## src/rtl/tds_median_temp_compensated_assert.svh

```systemverilog
// Assertion macros for the TDS median block
`ifndef TDS_MEDIAN_TEMP_COMPENSATED_ASSERT_SVH
`define TDS_MEDIAN_TEMP_COMPENSATED_ASSERT_SVH
`ifndef SYNTHESIS
`define TDS_ASSERT(lbl, clk, rstn, prop, msg) \
  lbl: assert property (@(posedge clk) disable iff (!rstn) (prop)) else $error(msg);
`define TDS_ASSERT_NEVER(lbl, clk, rstn, cond, msg) \
  lbl: assert property (@(posedge clk) disable iff (!rstn) !(cond)) else $error(msg);
`else
`define TDS_ASSERT(lbl, clk, rstn, prop, msg)
`define TDS_ASSERT_NEVER(lbl, clk, rstn, cond, msg)
`endif
`endif

```

## src/rtl/tds_pkg.sv

```systemverilog
`timescale 1ns / 1ps
`default_nettype none
// ----------------------------------------------------------------------------
// tds_pkg
// Shared types and constants of the TDS measurement block.
// ----------------------------------------------------------------------------
package tds_pkg;
  // ADC resolution; full scale is 2^ADC_BITS codes
  localparam int ADC_BITS = 12;

  localparam logic [1:0] CMD_STORE      = 2'd0;
  localparam logic [1:0] CMD_STORE_MEAS = 2'd1;
  localparam logic [1:0] CMD_MEAS       = 2'd2;

  localparam logic [1:0] REG_VREF  = 2'd0;
  localparam logic [1:0] REG_REFT  = 2'd1;
  localparam logic [1:0] REG_SLOPE = 2'd2;

  localparam logic [17:0] COEF_MAX = 18'h3FFFF;
  localparam logic [19:0] VC_MAX   = 20'hFFFFF;
  localparam logic [19:0] TDS_MAX  = 20'hFFFFF;
  localparam logic [17:0] CURVE_A  = 18'd34156;
  localparam logic [16:0] CURVE_B  = 17'd65500;
  localparam logic [17:0] CURVE_C  = 18'd219492;

  // Shared-unit request from the sequencer
  typedef struct packed {
    logic        start;
    logic [63:0] num;
    logic [47:0] den;
  } div_req_t;
endpackage
`default_nettype wire

```

## src/rtl/tds_div.sv

```systemverilog
`timescale 1ns / 1ps
`default_nettype none
// ----------------------------------------------------------------------------
// tds_div
// Restoring divider, one quotient bit per cycle.
// ----------------------------------------------------------------------------
module tds_div (
  input  wire logic               clk_i,
  input  wire logic               rst_ni,
  input  wire tds_pkg::div_req_t  req_i,
  output logic                    busy_o,
  output logic [63:0]             quo_o
);
  import tds_pkg::*;

  logic [63:0] quo_q, quo_d;
  logic [48:0] rem_q, rem_d;
  logic [47:0] den_q;
  logic [6:0]  cnt_q, cnt_d;
  logic [48:0] trial;

  assign trial = {rem_q[47:0], quo_q[63]};

  always_comb begin
    quo_d = quo_q;
    rem_d = rem_q;
    cnt_d = cnt_q;
    if (req_i.start) begin
      quo_d = req_i.num;
      rem_d = '0;
      cnt_d = 7'd64;
    end else if (cnt_q != 7'd0) begin
      cnt_d = cnt_q - 7'd1;
      if (trial >= {1'b0, den_q}) begin
        rem_d = trial - {1'b0, den_q};
        quo_d = {quo_q[62:0], 1'b1};
      end else begin
        rem_d = trial;
        quo_d = {quo_q[62:0], 1'b0};
      end
    end
  end

  always_ff @(posedge clk_i or negedge rst_ni) begin
    if (!rst_ni) begin
      cnt_q <= '0;
    end else begin
      cnt_q <= cnt_d;
    end
  end

  always_ff @(posedge clk_i) begin
    quo_q <= quo_d;
    rem_q <= rem_d;
    if (req_i.start) den_q <= req_i.den;
  end

  assign busy_o = (cnt_q != 7'd0);
  assign quo_o  = quo_q;
endmodule
`default_nettype wire

```

## config.mk

```make
export PLATFORM = sky130hd
export DESIGN_NAME = tds_div
export DESIGN_NICKNAME = d
export VERILOG_FILES = /design/src/rtl/tds_median_temp_compensated_assert.svh /design/src/rtl/tds_pkg.sv /design/src/rtl/tds_div.sv
export SDC_FILE = /design/constraint.sdc
export NUM_CORES = 1
export LEC_CHECK = 0
export ABC_AREA = 1
export ABC_CLOCK_PERIOD_IN_PS = 4200
export BUFFER_PORTS_ARGS = -buffer_cell sky130_fd_sc_hd__buf_2
export CAP_MARGIN = 20
export CORE_ASPECT_RATIO = 1.2
export CORE_UTILIZATION = 35
export DETAILED_ROUTE_END_ITERATION = 10
export HOLD_SLACK_MARGIN = 0.12
export PLACE_DENSITY = 0.63
export SYNTH_ARGS = -nofsm -noshare
export SYNTH_HDL_FRONTEND = slang
export SYNTH_SLANG_ARGS = --single-unit
```

## constraint.sdc

```tcl
create_clock -name clk_i -period 4.2 [get_ports clk_i]
set_input_delay 0.84 -clock clk_i [delete_from_list [all_inputs] [get_ports clk_i]]
set_output_delay 0.84 -clock clk_i [all_outputs]
set_load 0.02 [all_outputs]
```

==> impl_metrics.toml, run 1 <==
[status]
outcome = "finished with violations"
failed_checks = "design-rule violations"

[setup_path]
worstPathArrival_ns = 1.92
cp.required_ns = 3.36
regToRegStartpoint = "den_q[24]"
r2r_cells = 12
r2r_slack_ns = 1.49
worstSetupPathType = "register to output port"
worst_setup_path_end_kind = "output port"
r2r_end = "rem_q[16]"
cp_max_fo = 3
crit_path_start_kind = "register"

[clocking]
cts_tree = "yes"
numCtsBuffers = 17
cts_sinks = 167
cts_setup_buffers = 0
cts.clk_slew.worst_paths_ns = 0.08
insertion_delay_ns = 0.44
root_buffer = "clkbuf_16"
h-tree-depth = 4
cts_max_path_buffers = 2
postCtsHoldBufs = 0
cts_resized = 0

[hold_path]
worstHoldPathType = "input port to async pin"

[synthesis]
ys_seq_area_share_pct = 39.69
synth-seq-cells = 167
yosys_warnings = 0
avgSynthCellArea_sq_um = 6.677
synth_edf_count = 112
mappedNetlistNets = 1863
syn_area_sq_um = 11340
yosys.area.top_type = "edfxtp_1"
synthFlopType = "edfxtp_1"
synth_top_area_share_pct = 29.67
synth_area_leaders = "edfxtp_1, nand2_1, inv_1"
netlist_instances = 1698
synthDistinctLibCells = 36
async_reset_ff_share_pct = 4.192

[route]
wl_per_cell_um = 14.54
drt-total-wl_mm = 33.12
drt-initial-drc-count = 666
firstDrtPassIters = 9
num_vias = 10640
vias_per_cell = 4.669
postRouteAntennaNets = 0
drc = 4

[timing]
fin_skew_ns = 0.01050
min_period_over_period_pct = 65.66
min_period_ns = 2.758
worst_slack_ns = 1.442
hold_violations = 0
rsz0062_at_grt = "false"
setup_tns_ns = 0
relSlewSlack_pct = 42.58
worst_hold_slack_ns = 0.2250
max_freq_ghz = 0.3626
slew_viol_final = 0
finalSetupViolations = 0
tightest_slew_ns = 0.8612

[cells_and_area]
layout-drive-gt1-share_pct = 14.01
layout_common_cells = "nand2_1, inv_1, buf_2, edfxtp_1, nand3_1"
final_common_cell = "nand2_1"
fin_cells = 2278
n_antenna_cell = 0
layout.nets = 2029
final_core_util_pct = 41.81
area_growth_pct = 16.62
design_area_sq_um = 13220

[floorplanning]
num_io_pins = 180
die_w_um = 166.3
chipHeight_um = 199.2
dieArea_sq_um = 33120
initial_core_util_pct = 35.85
core_sq_um = 31630
fp-row-count = 71

[power]
leakage_nw = 7.275
finalPower_mw = 4.411
ir_drop_v = 0.0002272
powerDensity_nw_per_um2 = 333.7

[placed_design]
placed_cell_area_sq_um = 12620
dp_slack_ns = 1.290
placed_cells = 2246
hpwl_mm = 25.62
place.gp.congestion = 0.9799
port_buffers = 179

[grt]
grt_max_degree = 66
grt_pass1_vias = 10610
grt_pass1_wl_mm = 53.96
grt_overflow = 0
gr-usage-all-layers_pct = 20.72
antenna_found_initial = 2

[job]
maxCapViolCount = 0
-- final cells by class --
class                   count  area (sq um)
clock inverters            15         177.7
inverters                 333          1250
clock buffers              17         425.4
flip-flops and latches    167          4499
repair buffers            191         988.4
well taps                 401         501.7
fillers                  3355         18400
multi-input cells        1154          5379
-- cells by family after synthesis --
family | count (synthesis) | synth area share, %
adders and majority gates | 50 | 5.584
AOI/OAI and AO/OA | 39 | 1.843
buffers and inverters | 377 | 13.07
and+or+nand+nor | 1040 | 37.89
xor gates and xnor gates | 25 | 1.931
DFF | 167 | 39.69
-- report_power, final --
group | internal, mW | switching, mW | total [mW] | leakage, nW
combinational | 0.253 | 0.509 | 0.762 | 5.33
sequential | 1.94 | 0.0952 | 2.04 | 1.65
clock | 0.857 | 0.756 | 1.61 | 0.296
-- sequential cells by signal, indices dropped and copies added, names as in the netlist --
name and count:
rem_q 48, quo_o 64, den_q 48, cnt_q 7
-- worst max-delay path: stages, from the launching register on --
cell     delay, ns
dfrtp_1       0.40
inv_1         0.08
ha_1          0.20
nand4_1       0.12
nor2_1        0.26
inv_1         0.21
buf_2         0.21
-- how the worst max path moves through the flow --
stage | start | cells after the start | slack [ns] | to
global placement | req_i[112] | 4 | 1.33 | quo_o[9]
finish | cnt_q[0] | 6 | 1.44 | busy_o
floorplan | cnt_q[0] | 8 | 1.29 | quo_o[0]
CTS | cnt_q[0] | 6 | 1.38 | busy_o
global route | den_q[24] | 12 | 1.25 | rem_q[3]
detailed placement | req_i[112] | 4 | 1.29 | quo_o[10]
-- synth_stat cells (3+ instances only) --
master,number
nand2_2,5
nand3_1,93
ha_1,49
clkbuf_1,23
dfxtp_1,48
xnor2_1,24
dfrtp_1,7
buf_4,5
inv_2,11
nand2_1,760
o21ai_0,5
inv_1,321
edfxtp_1,112
nor2_1,93
nor3_1,5
or2_2,3
buf_1,3
nand3_2,3
nor2_2,7
a21oi_1,28
buf_2,8
nor2_4,4
nand4_1,62
buf_6,5
-- layer usage --
metal | up-vias | part of all wire [%] | global-route usage [%] | routed length, um
li1 | 5522 | - | - | -
met3 | 59 | 6.3 | 4.734 | 2079
met4 | 4 | 3.2 | 8.642 | 1064
met5 | - | 0.069 | 0 | 23
met1 | 4720 | 43 | 24.47 | 14210
met2 | 330 | 48 | 36.29 | 15750
Power figures use the tool's default switching activity.
==> inputs of run 2 (changes only) <==
Settings changed: ABC_AREA 1 to 0, ABC_CLOCK_PERIOD_IN_PS 4200 to 2640, PLACE_DENSITY 0.63 to 0.64.
Clock period 4.2 ns to 2.64 ns, I/O delays scaled along.
==> impl_metrics.toml, run 2 <==
[grt]
gr-usage-all-layers_pct = 20.24
grt_pass1_vias = 9204
grt_overflow = 0
gr-usage-met3_pct = 4.573
grt.met2_usage_pct = 36.64
grt_pass1_wl_mm = 45.11
antenna_found_initial = 0
grt-busiest-layer = "met2"
grt_max_degree = 65
grt_util_met1_pct = 22.81

[cells_and_area]
design_area_sq_um = 14410
layout-drive-gt1-share_pct = 51.33
area_growth_pct = 49.90
largest_reg_flops = 64
multi_input_comb_area_sq_um = 5562
final_core_util_pct = 53.19
n_antenna_cell = 0
final_common_cell = "buf_4"
layout.nets = 1510
regArea_sq_um = 4499
layout_common_cells = "buf_4, buf_2, edfxtp_1, nor2_1, nand2_1"
fill_cells = 2384

[job]
maxCapViolCount = 0

[clocking]
cts_tree = "yes"
root_buffer = "clkbuf_16"
insertion_delay_ns = 0.44
numCtsBuffers = 17
cts_max_path_buffers = 2
cts.clk_slew.worst_paths_ns = 0.08
h-tree-depth = 4
cts_sinks = 167

[synthesis]
ys_seq_area_share_pct = 46.81
mappedNetlistNets = 1110
syn_area_sq_um = 9612
synthDistinctLibCells = 66
synth_area_leaders = "edfxtp_1, dfxtp_1, mux2_2"
synthFlopType = "edfxtp_1"
avgSynthCellArea_sq_um = 10.17
synthTopCellsByCount = "nand2_1, edfxtp_1, nor2_1"
yosysMostFrequentCell = "nand2_1"
synth_edf_count = 112
netlist_instances = 945
synth-seq-cells = 167
async_reset_ff_share_pct = 4.192
synth_top_area_share_pct = 34.99
yosys.area.top_type = "edfxtp_1"
yosys_warnings = 0

[route]
drt-total-wl_mm = 28.75
firstDrtPassIters = 5
num_vias = 8727
drt-initial-drc-count = 329
vias_per_cell = 5.140
postRouteAntennaNets = 0
drc = 0
wl_per_cell_um = 16.93

[timing]
min_period_ns = 3.129
relSlewSlack_pct = 61.61
fin_skew_ns = 0.01908
finalSetupViolations = 49
tightest_slew_ns = 0.5698
worst_hold_slack_ns = 0.2603
rsz0062_at_grt = "true"
min_period_over_period_pct = 118.5
slew_viol_final = 0
worst_slack_ns = -0.4894
hold_violations = 0
max_freq_ghz = 0.3196

[hold_path]
worstHoldPathType = "input port to register"

[setup_path]
crit_path_start_kind = "register"
worst_setup_path_end_kind = "register"
worstPathArrival_ns = 3.48
cp.required_ns = 2.99
worstSetupPathType = "register to register"
cp_max_fo = 4

[floorplanning]
fp-row-count = 66
num_io_pins = 180
core_sq_um = 27090
chipHeight_um = 183.5
initial_core_util_pct = 35.49
dieArea_sq_um = 28130
die_w_um = 153.3

[status]
outcome = "finished with violations"
failed_checks = "negative setup slack"

[placed_design]
port_buffers = 179
place.gp.congestion = 0.8797
placed_cell_area_sq_um = 12460
dp_slack_ns = -0.5125
hpwl_mm = 19.14

[power]
powerDensity_nw_per_um2 = 1109
ir_drop_v = 0.0006939
finalPower_mw = 15.97
leakage_nw = 6.593
run 2: routing by layer:
layer / up-vias / share of wire [%]
li1: 4235 / -
met2: 266 / 51
met5: - / 0
met4: 0 / 2.4
met1: 4176 / 41
met3: 50 / 5.4
run 2: critical path, stage by stage, from the launching register on:
cell and delay [ns]:
edfxtp_1 0.41, inv_2 0.09, ha_4 0.14, inv_2 0.03, fa_2 0.33, a21o_1 0.18
a221o_1 0.32, a211oi_2 0.25, o21ai_2 0.13, a21o_1 0.21, a211o_1 0.37, a21oi_2 0.16
xnor2_1 0.12, nand2_1 0.07, a311oi_1 0.23
run 2: final timing paths:
kind | cells past startpoint | end | startpoint | slack [ns]
hold reg to reg | 1 | cnt_q[6] | cnt_q[6] | 0.55
setup reg to reg | 14 | rem_q[32] | quo_o[63] | -0.49
setup / recovery | 14 | rem_q[32] | quo_o[63] | -0.49
hold / removal | 1 | den_q[46] | req_i[46] | 0.26
min in group asynchronous | 2 | cnt_q[6] | rst_ni | 0.45
max in group asynchronous | 2 | cnt_q[0] | rst_ni | 2.01
run 2: through the flow:
step | instances | TNS (ns)
2_1_floorplan | 945 | -29.49
3_3_place_gp | 1628 | -14.87
3_5_place_dp | 1628 | -19.26
4_1_cts | 1692 | -16.09
5_1_grt | 1698 | -22.13
6_report | 1698 | -17.15
run 2: final cells by class:
type / count / share of cell area, %
inverters: 63 / 1.754
clock buffers: 17 / 2.953
clock inverters: 15 / 1.172
repair buffers: 431 / 21.28
flip-flops and latches: 167 / 31.23
well taps: 340 / 2.953
repair inverters: 1 / 0.06079
multi-input cells: 664 / 38.60
run 2: where the power goes:
part,total [mW],internal (mW),switching [mW]
registers,3.91,3.48,0.430
clock network,2.58,1.42,1.16
logic,9.48,4.73,4.74
total,16.0,9.63,6.34
run 2: repair_timing:
| item | 4_1_cts | 5_1_grt |
|---|---|---|
| setup buffers | 27 | 14 |
| pin swaps | 59 | 74 |
| resized for setup | 126 | 106 |
| hold buffers | 1 | 0 |
| setup endpoints to repair | 50 | 50 |
| endpoints found under the hold margin | 7 | 0 |
| gates cloned | 6 | 1 |
run 2: kinds of logic (layout without fill, tap and decap cells):
group	after synthesis	after routing	synth area share (%)
compound gates	242	242	17.64
xor+xnor	46	46	4.192
fa+ha+maj	50	50	6.587
buf+inv	114	527	5.298
flops	167	167	46.81
mux	67	67	7.823
simple gates	259	259	11.65
==> inputs of run 3 (changes only) <==
Settings changed: MAX_ROUTING_LAYER from default to met4.
==> impl_metrics.toml, run 3 (synthesis gave the netlist of run 2 again) <==
[power]
p_switching_mw = 6.321
p_int_mw = 9.609
ir_drop_v = 0.0007066
p_comb_share_pct = 59.2
leakage_nw = 6.579
finalPower_mw = 15.93
powerDensity_nw_per_um2 = 1107
clockPowerShare_pct = 16.3
sw_frac_of_total_pct = 39.68
p_seq_share_pct = 24.6

[placed_design]
port_buffers = 179
place.gp.congestion = 0.8943
dp_slack_ns = -0.5125
hpwl_mm = 19.14

[route]
drt-initial-drc-count = 349
wl_per_cell_um = 16.94
vias_per_cell = 5.146
postRouteAntennaNets = 0
num_vias = 8738
drt-total-wl_mm = 28.76
firstDrtPassIters = 5
drc = 0

[clocking]
h-tree-depth = 4
cts_tree = "yes"
numCtsBuffers = 17
root_buffer = "clkbuf_16"
insertion_delay_ns = 0.45
cts_max_path_buffers = 2
cts_sinks = 167
cts.clk_slew.worst_paths_ns = 0.08

[timing]
min_period_over_period_pct = 120.7
max_freq_ghz = 0.3139
setup_tns_ns = -17.47
rsz0062_at_grt = "true"
min_period_ns = 3.186
fin_skew_ns = 0.01503
worst_slack_ns = -0.5459
slew_viol_final = 0
finalSetupViolations = 49
tightest_slew_ns = 0.5492
hold_violations = 0
relSlewSlack_pct = 63.00

[setup_path]
cpMaxStageDelayCell = "edfxtp_1"
cp.required_ns = 2.99
crit_buf_inv = 2
crit_path_start_kind = "register"
worst_setup_path_end_kind = "register"
worstSetupPathType = "register to register"
cp_max_fo = 4
cp_cell_sequence = "inv_2 -> ha_4 -> inv_2 -> fa_2 -> a21o_1 -> a221o_1 -> a211oi_2 -> o21ai_2 -> a21o_1 -> a211o_1 -> a21oi_2 -> xnor2_1 -> nand2_1 -> a311oi_1"
r2r_cells = 14
crit_family = "compound AO/OA/AOI/OAI gates"
worstPathArrival_ns = 3.54
r2r_end = "rem_q[32]"
r2r_slack_ns = -0.55
regToRegStartpoint = "quo_o[63]"
slowest_delay_ns = 0.41

[status]
outcome = "finished with violations"
failed_checks = "negative setup slack"

[grt]
grt_overflow = 0
gr-usage-all-layers_pct = 20.84
grt_pass1_wl_mm = 44.99
antenna_found_initial = 0
grt_max_degree = 65
grt_pass1_vias = 9233

[cells_and_area]
final_common_cell = "buf_4"
n_antenna_cell = 0
layout.nets = 1510
area_growth_pct = 49.66
layout_common_cells = "buf_4, buf_2, edfxtp_1, nor2_1, nand2_1"
largest_reg_flops = 64
fill_cells = 2391
layout-drive-gt1-share_pct = 51.18

[hold_path]
whs_path_depth = 1
hold_end = "den_q[46]"
hp-start = "req_i[46]"
worstHoldPathType = "input port to register"

[floorplanning]
dieArea_sq_um = 28130
initial_core_util_pct = 35.49
core_sq_um = 27090
num_io_pins = 180
chipHeight_um = 183.5
die_w_um = 153.3
fp-row-count = 66

[job]
maxCapViolCount = 0
## run 3: worst max-delay path by stage
stage,from,end,slack [ns],depth (start not counted)
after CTS,quo_o[63],rem_q[36],-0.48,14
after global placement,quo_o[63],rem_q[36],-0.43,14
final,quo_o[63],rem_q[32],-0.55,14
after floorplan,quo_o[63],rem_q[36],-0.48,14
after global routing,quo_o[63],rem_q[42],-0.62,14
after detailed placement,quo_o[63],rem_q[20],-0.51,15
## run 3: timing repair
action	4_1_cts	5_1_grt
hold buffers	1	0
setup buffers	27	15
setup endpoints to repair	50	50
pin swaps	59	73
gates resized for setup	126	102
gates cloned	6	1
hold endpoints to repair	7	0
## run 3: power by group through the flow
stage / combinational (mW) / clock, mW / sequential, mW
after floorplan: 4.07 / 0 / 4.14
after detailed placement: 7.16 / 0 / 3.89
after CTS: 8.85 / 2.63 / 3.89
after global routing: 10.1 / 2.73 / 3.99
final: 9.42 / 2.59 / 3.91
after global placement: 7.09 / 0 / 3.88
## run 3: layout make-up
cell class	instances	area, sq um	share of cell area [%]
Clock buffer	17	425.4	2.957
Clock inverter	15	168.9	1.174
Inverter	63	252.7	1.757
Multi-Input combinational cell	664	5539	38.51
Sequential cell	167	4499	31.28
Tap cell	340	425.4	2.957
Timing Repair Buffer	431	3065	21.31
Timing Repair inverter	1	8.758	0.06089
## run 3: per-stage QoR
step / area (sq um) / hold slack, ns / utilization [%] / cells
floorplan: 9764 / 0.2324 / - / 945
CTS: 14000 / 0.2404 / 51.67 / 1692
detailed placement: 12460 / 0.3716 / 46.00 / 1628
finish: 14390 / 0.2519 / 53.11 / 1698
global route: 14390 / 0.2437 / 53.11 / 1698
global placement: 12460 / 0.3672 / 46.00 / 1628
## run 3: layer usage
layer | global-route usage (%) | share of wire, % | vias to the layer above
li1 | - | - | 4238
met1 | 23.36 | 43 | 4176
met2 | 36.64 | 50 | 271
met3 | 3.678 | 4.2 | 53
met4 | 8.525 | 2.7 | 0
met5 | - | 0 | -
